`src/rtl/core/npc_pkg.sv`:
```
// shared constants and types of the nearest palette colour core
package npc_pkg;

	localparam int PALETTE_DEPTH = 256;
	localparam int ADDR_W        = $clog2(PALETTE_DEPTH);
	localparam int COMP_W        = 8;
	localparam int IDX_W         = 8;
	localparam int COUNT_W       = 9;
	localparam int SQ_W          = 2 * COMP_W;
	localparam int DIST_W        = 18;
	localparam int MAX_COMP      = (1 << COMP_W) - 1;
	localparam int MAX_DIST      = 4 * MAX_COMP * MAX_COMP;

	typedef enum logic {
		CMD_WRITE    = 1'b0,
		CMD_CLASSIFY = 1'b1
	} cmd_t;

	typedef struct packed {
		logic [COMP_W-1:0] red;
		logic [COMP_W-1:0] green;
		logic [COMP_W-1:0] blue;
		logic [COMP_W-1:0] alpha;
	} rgba_t;

	// travels alongside each palette entry through the read and distance stages
	typedef struct packed {
		logic              valid;
		logic [ADDR_W-1:0] idx;
		logic              last;
	} tag_t;

endpackage

```
`src/rtl/core/npc_dist_unit.sv`:
```
// shared two-stage squared rgba distance unit, one palette entry per cycle
module npc_dist_unit (
	input  logic                       clk,
	input  logic                       arst_n,
	input  npc_pkg::tag_t              tag_in,
	input  npc_pkg::rgba_t             entry,
	input  npc_pkg::rgba_t             pixel,
	output npc_pkg::tag_t              tag_out,
	output logic [npc_pkg::DIST_W-1:0] dist_sum
);

	logic [npc_pkg::COMP_W-1:0] dr, dg, db, da;
	logic [npc_pkg::SQ_W-1:0]   sq_r_s1, sq_g_s1, sq_b_s1, sq_a_s1;
	logic [npc_pkg::DIST_W-1:0] dist_s2;
	npc_pkg::tag_t              tag_s1, tag_s2;

	// absolute component differences
	assign dr = (entry.red   >= pixel.red)   ? entry.red   - pixel.red   : pixel.red   - entry.red;
	assign dg = (entry.green >= pixel.green) ? entry.green - pixel.green : pixel.green - entry.green;
	assign db = (entry.blue  >= pixel.blue)  ? entry.blue  - pixel.blue  : pixel.blue  - entry.blue;
	assign da = (entry.alpha >= pixel.alpha) ? entry.alpha - pixel.alpha : pixel.alpha - entry.alpha;

	always_ff @(posedge clk or negedge arst_n) begin
		if (!arst_n) begin
			tag_s1 <= '0;
			tag_s2 <= '0;
		end else begin
			tag_s1 <= tag_in;
			tag_s2 <= tag_s1;
		end
	end

	always_ff @(posedge clk) begin
		sq_r_s1 <= npc_pkg::SQ_W'(dr) * npc_pkg::SQ_W'(dr);
		sq_g_s1 <= npc_pkg::SQ_W'(dg) * npc_pkg::SQ_W'(dg);
		sq_b_s1 <= npc_pkg::SQ_W'(db) * npc_pkg::SQ_W'(db);
		sq_a_s1 <= npc_pkg::SQ_W'(da) * npc_pkg::SQ_W'(da);
		dist_s2 <= npc_pkg::DIST_W'(sq_r_s1) + npc_pkg::DIST_W'(sq_g_s1)
			+ npc_pkg::DIST_W'(sq_b_s1) + npc_pkg::DIST_W'(sq_a_s1);
	end

	assign tag_out  = tag_s2;
	assign dist_sum = dist_s2;

endmodule

```
`config.mk`:
```
export PLATFORM = sky130hd
export DESIGN_NAME = npc_dist_unit
export DESIGN_NICKNAME = d
export VERILOG_FILES = /design/src/rtl/core/npc_pkg.sv /design/src/rtl/core/npc_dist_unit.sv
export SDC_FILE = /design/constraint.sdc
export NUM_CORES = 1
export LEC_CHECK = 0
export BUFFER_PORTS_ARGS = -buffer_cell sky130_fd_sc_hd__buf_2
export CORE_MARGIN = 5
export CORE_UTILIZATION = 50
export DETAILED_ROUTE_END_ITERATION = 6
export HOLD_SLACK_MARGIN = 0.08
export PLACE_DENSITY = 0.75
export SKIP_CTS_REPAIR_TIMING = 1
export SYNTH_ARGS = -nofsm -noshare
export SYNTH_HDL_FRONTEND = slang
export SYNTH_SLANG_ARGS = --single-unit
```
`constraint.sdc`:
```
create_clock -name clk -period 8.8 [get_ports clk]
set_input_delay 0.88 -clock clk [delete_from_list [all_inputs] [get_ports clk]]
set_output_delay 0.88 -clock clk [all_outputs]
set_load 0.05 [all_outputs]
```
==> impl_metrics.json, run 1 <==
{
  "path_class": "input port to register",
  "grt_max_degree": 21,
  "rsz0062_at_grt": "false",
  "grt_overflow": 0,
  "synthArstFlopShare": 0.204,
  "die_width_um": 168,
  "routedWlPerCell_um": 13.2,
  "cp_max_fo": 8,
  "port_buffers": 103,
  "syn_avg_cell_area_um2": 9.38,
  "clockRootBuffer": "clkbuf_16",
  "max_freq_mhz": 143,
  "drive_gt1_frac": 0.127,
  "ctsHtreeMaxLevel": 3,
  "fp-row-count": 57,
  "routed_wl_um": 23000,
  "core_area_um2": 24500,
  "final_cell_mix": "inv_1 (261), ha_1 (195), fa_1 (138)",
  "cts_buffer_depth": 2,
  "cts_buffers": 9,
  "fin_crit_ns": 6.97,
  "die_h_um": 168,
  "cp_slowest_stage_delay_ns": 0.56,
  "finalSetupViolations": 0,
  "start_kind": "input port",
  "num_io_pins": 104,
  "tns_ns": 0,
  "drt_iter0_drc": 386,
  "drtPass1Iterations": 4,
  "slew_viol_final": 0,
  "critPathCaptureType": "register",
  "ys.warnings.count": 0,
  "start_util": 0.511,
  "finalCritPeriodShare": 0.792,
  "clk_pin_slew_worst_paths_ns": 0.06,
  "grt_pass1_wl_um": 40300,
  "ys_types": 60,
  "drtAntennaViolNets": 0,
  "drt-vias-per-instance": 5.15,
  "drv_cap": 0,
  "tightest_slew_ns": 0.880,
  "clock_sinks": 98,
  "crit_path_frequent_cell": "inv_1",
  "antenna_cells": 0,
  "antenna_found_initial": 0,
  "slew_headroom": 0.396,
  "ys_seq_elements": 98,
  "syn_inst": 1332,
  "die_area_um2": 28300,
  "num_vias": 8981,
  "grt_pass1_vias": 9143,
  "cp.arrival_ns": 7.22,
  "hp-class": "register to register",
  "run_status": "completed",
  "dp_hpwl_um": 19900,
  "synth_area_um2": 12500,
  "synthFlopType": "dfxtp_1",
  "area_delta_synth_final_pct": 8.38,
  "grtUsageTotal": 0.167,
  "synth-edff-count": 0,
  "remaining_drc_errors": 0,
  "fin_skew_ns": 0.00362,
  "tritoncts": "yes",
  "hold_viol_final": 0,
  "slowest_stage": "xor2_1",
  "worst_ep_required_time_ns": 9.06,
  "clock_latency_ns": 0.34,
  "fin_nets": 1826,
  "yosysSeqAreaShare": 0.165,
  "final_common_cell": "inv_1",
  "globalplace.congestion": 0.901
}
[worst max-delay path: cells and delay by family]
kind,cells,cell delay [ns]
AOI/OAI and AO/OA,6,1.68
xor gates and xnor gates,1,0.56
adders and majority gates,7,2.54
buffers and inverters,6,0.37
muxes,1,0.27
and+or+nand+nor,4,0.91
[routing by layer]
metal,global-route usage,up-vias,share of wire
met5,0,-,0
met4,0.0349,0,0.016
met3,0.0244,30,0.040
met2,0.298,174,0.50
met1,0.216,4308,0.44
li1,-,4469,-
[layout make-up]
type	count	area (um^2)
clock buffer	9	225
sequential	98	2060
clock inverter	6	68.8
fill	2187	10900
timing repair buffer	105	531
multi-input combinational	941	9270
tap	324	405
inverter	262	983
[flip-flops by register name, summed over array words and instances, names as in the netlist]
| name | count |
|---|---|
| tag_s1 | 10 |
| sq_b_s1 | 15 |
| sq_g_s1 | 15 |
| dist_sum | 18 |
| sq_r_s1 | 15 |
| tag_out | 10 |
| sq_a_s1 | 15 |
[kinds of logic (layout without fill, tap and decap cells)]
family                     after synthesis  count (layout)  share of synthesized area
adders and majority gates              333             333                      0.416
xor gates and xnor gates                95              95                     0.0792
DFF                                     98              98                      0.165
AOI/OAI and AO/OA                      223             223                      0.121
other                                    2               5                   0.000601
and+or+nand+nor                        253             253                     0.0967
buffers and inverters                  296             382                     0.0942
muxes                                   32              32                     0.0269
[worst paths after layout]
check                           slack (ns)                start              endpoint  depth (start not counted)
min in group asynchronous             0.47               arst_n   tag_s1[3]$_DFF_PN0_                          1
worst min register to register        0.35  tag_s1[2]$_DFF_PN0_  tag_out[2]$_DFF_PN0_                          0
worst min-delay path                  0.35  tag_s1[2]$_DFF_PN0_  tag_out[2]$_DFF_PN0_                          0
worst max-delay path                  1.83            entry[16]   sq_g_s1[12]$_DFF_P_                         25
max in group asynchronous             8.05               arst_n  tag_out[5]$_DFF_PN0_                          1
worst max register to register        5.29   sq_g_s1[2]$_DFF_P_  dist_sum[17]$_DFF_P_                         12
[stage by stage]
step	cell area, um^2	utilization	hold WS [ns]	setup WS, ns	instances
2_1_floorplan	12500	-	0.331	2.14	1335
3_3_place_gp	13300	0.542	0.332	1.56	1730
3_5_place_dp	13300	0.542	0.338	1.47	1730
4_1_cts	13500	0.554	0.350	1.81	1745
5_1_grt	13500	0.554	0.356	1.37	1745
6_report	13500	0.554	0.348	1.83	1745
[cell usage after synthesis (5+ instances only)]
cell type  instances  area, um^2
xnor2_2           13         211
nand4_1           16         100
o31a_1             5        43.8
xnor2_1           53         464
ha_1             195        2440
buf_2             14        70.1
and2_1             5        31.3
or2_2             18         113
clkbuf_1          12        45.0
fa_1             138        2760
a21oi_1           68         340
a31oi_1           15        93.8
buf_6              5        56.3
inv_1            261         980
mux2i_1           28         280
a31o_2             5        43.8
dfxtp_1           78        1560
nand3_1           12        60.1
o21a_1             6        45.0
o21ai_0           24         120
nor3_1            11        55.1
nand2_1           27         101
xor2_1            24         210
nor2_1           122         458
a211oi_1          10        75.1
nand2b_1           9        56.3
o21bai_1          14         105
dfrtp_1           20         500
nor2_2             6        37.5
nand3b_1           7        52.6
a21o_1            49         368
Power of run 1 is left out: the tool's default activity adds up to more than one toggle a clock period on the data nets, which glitch-free logic cannot reach.
==> inputs of run 2 (changes only) <==
--- a/config.mk
+++ b/config.mk
@@ -5,12 +5,13 @@
 export SDC_FILE = /design/constraint.sdc
 export NUM_CORES = 1
 export LEC_CHECK = 0
+export ABC_AREA = 1
 export BUFFER_PORTS_ARGS = -buffer_cell sky130_fd_sc_hd__buf_2
 export CORE_MARGIN = 5
 export CORE_UTILIZATION = 50
 export DETAILED_ROUTE_END_ITERATION = 6
 export HOLD_SLACK_MARGIN = 0.08
-export PLACE_DENSITY = 0.75
+export PLACE_DENSITY = 0.77
 export SKIP_CTS_REPAIR_TIMING = 1
 export SYNTH_ARGS = -nofsm -noshare
 export SYNTH_HDL_FRONTEND = slang
==> constraint.sdc (replaced) <==
create_clock -name clk -period 5.75 [get_ports clk]
set_input_delay 0.575 -clock clk [delete_from_list [all_inputs] [get_ports clk]]
set_output_delay 0.575 -clock clk [all_outputs]
set_load 0.05 [all_outputs]
==> run 2 against run 1 <==
Compared with the run above: first-iteration DRC count grew 87%; die area is 8.1% higher; design area is 12% higher; critical path depth is 4 higher; final cell count rose by 30%; clock skew is 0.0036 ns higher; hold slack lost 0.21 ns; routed wire length rose by 23%; synthesized cell count rose by 34%; core utilization up 0.85 points; sequential share of layout area decreased by 1.6 points; non-clock buffer count increased by 42; critical endpoint is now sq_b_s1[12]$_DFF_P_.
==> impl_metrics.json, run 2 <==
{
  "run_status": "completed",
  "synthTopCellsByCount": "nand2_1 (401), inv_1 (377), ha_1 (195), nor2_1 (149), fa_1 (138)",
  "wirelength_met1_um": 12900,
  "globalplace.congestion": 0.935,
  "hp-class": "input port to asynchronous set/reset pin",
  "drt_iter0_drc": 723,
  "worst_hold_slack_ns": 0.143,
  "clock_sinks": 98,
  "synthFlopType": "dfxtp_1",
  "port_buffers": 103,
  "num_vias": 11243,
  "critPathCaptureType": "register",
  "dpl_cell_area_um2": 14700,
  "final_cell_mix": "nand2_1 (401), inv_1 (377), ha_1 (194)",
  "drtPass1Iterations": 5,
  "finalCritPeriodShare": 0.945,
  "ys.warnings.count": 0,
  "start_util": 0.505,
  "drtAntennaViolNets": 0,
  "grtUsageTotal": 0.188,
  "grt_overflow": 0,
  "syn_inst": 1782,
  "drive_gt1_frac": 0.134,
  "drv_cap": 0,
  "yosysSeqAreaShare": 0.152,
  "rsz0062_at_grt": "false",
  "cts_buffers": 9,
  "fillers": 2490,
  "hold_viol_final": 0,
  "die_width_um": 175,
  "regArea_um2": 2060,
  "max_freq_mhz": 184,
  "netlist_top_cells_area": "fa_1 (20%), ha_1 (18%), dfxtp_1 (11%)",
  "reg2reg_depth": 10,
  "tightest_slew_ns": 0.490,
  "wl_met3_um": 993,
  "fp-row-count": 60,
  "area_delta_synth_final_pct": 11.3,
  "clk_pin_slew_worst_paths_ns": 0.07,
  "ys_seq_elements": 98,
  "synth-edff-count": 0,
  "fin_area_um2": 15100,
  "cts_buffer_depth": 2,
  "path_class": "input port to register",
  "antenna_found_initial": 0,
  "syn_avg_cell_area_um2": 7.62,
  "ys_types": 46,
  "final_util": 0.562,
  "cp.arrival_ns": 5.68,
  "num_io_pins": 104,
  "fin_nets": 2337,
  "synth_area_um2": 13600,
  "cp_slowest_stage_delay_ns": 0.56,
  "multiInputGateArea_um2": 9980,
  "dp_hpwl_um": 24600,
  "core_area_um2": 26900,
  "finalSetupViolations": 0,
  "clockRootBuffer": "clkbuf_16",
  "die_h_um": 175,
  "remaining_drc_errors": 0,
  "fin_skew_ns": 0.00719,
  "fin_crit_ns": 5.44,
  "crit_path_frequent_cell": "nand2_1",
  "tritoncts": "yes",
  "yosysMostFrequentCell": "nand2_1",
  "synth_top_area_cell": "fa_1",
  "highest_layer": "met4",
  "routed_wl_um": 28200,
  "routedWlPerCell_um": 12.4,
  "synthDominantCellAreaShare": 0.203,
  "slowest_stage": "fa_1",
  "grt_pass1_vias": 11328,
  "antenna_cells": 0,
  "final_common_cell": "nand2_1",
  "start_kind": "input port",
  "worst_ep_required_time_ns": 6.00,
  "slew_headroom": 0.670,
  "tns_ns": 0,
  "synthArstFlopShare": 0.204,
  "grt_pass1_wl_um": 49600,
  "cp_max_fo": 6,
  "met2_length_um": 13900,
  "die_area_um2": 30600,
  "grt_max_degree": 21,
  "clock_latency_ns": 0.35,
  "ctsHtreeMaxLevel": 3,
  "drt-vias-per-instance": 4.94,
  "largest_register_ffs": 18,
  "slew_viol_final": 0
}
[run 2: cell types whose count changed after synthesis, moves of 14 or more]
cell     previous run  this run
xor2_1             24        48
a31oi_1            15         1
nand3_1            12        74
mux2i_1            28         0
nand2_1            27       401
inv_1             261       377
nor2_1            122       149
nand2_2             0        25
or2_2              18         4
a21o_1             49         6
xnor2_1            53        34
[run 2: cells by family (layout without fill, tap and decap cells)]
family	Yosys count	in the layout	share of synthesized area
simple gates	709	709	0.230
buf+inv	409	557	0.117
fa+ha+maj	333	333	0.383
compound gates	149	149	0.0639
flops	98	98	0.152
xor+xnor	82	82	0.0529
other cells	2	5	0.000553
[run 2: worst max-delay path: cells and delay by family]
kind	cells	cell delay [ns]
buf+inv	5	0.31
xor+xnor	1	0.13
simple gates	13	1.40
fa+ha+maj	6	2.49
compound gates	4	0.76
[run 2: final timing paths]
kind	start	endpoint	slack (ns)
min in group clk	tag_in[0]	tag_s1[0]$_DFF_PN0_	0.33
max in group asynchronous	arst_n	tag_out[2]$_DFF_PN0_	5.33
hold reg to reg	tag_s1[3]$_DFF_PN0_	tag_out[3]$_DFF_PN0_	0.35
hold / removal	arst_n	tag_out[8]$_DFF_PN0_	0.14
setup / recovery	entry[8]	sq_b_s1[12]$_DFF_P_	0.31
setup reg to reg	sq_r_s1[3]$_DFF_P_	dist_sum[9]$_DFF_P_	2.64
[run 2: through the flow]
| step | setup slack [ns] | std cells |
|---|---|---|
| 3_3_place_gp | 0.0987 | 2253 |
| 2_1_floorplan | 0.229 | 1785 |
| 5_1_grt | 0.0133 | 2274 |
| 6_report | 0.314 | 2274 |
| 4_1_cts | 0.269 | 2269 |
| 3_5_place_dp | -0.0965 | 2253 |
[run 2: layout make-up]
| type | instances | share of cell area |
|---|---|---|
| tap | 341 | 0.0282 |
| timing repair buffer | 147 | 0.0568 |
| clock inverter | 7 | 0.00455 |
| multi-input combinational | 1278 | 0.661 |
| sequential | 98 | 0.136 |
| clock buffer | 9 | 0.0149 |
| inverter | 394 | 0.0985 |
[run 2: per-layer routing]
metal / vias up / GRT usage
li1: 5722 / -
met1: 5268 / 0.246
met2: 218 / 0.337
met3: 35 / 0.0214
met4: 0 / 0.0416
met5: - / 0
Power of run 2 is left out for the same reason.
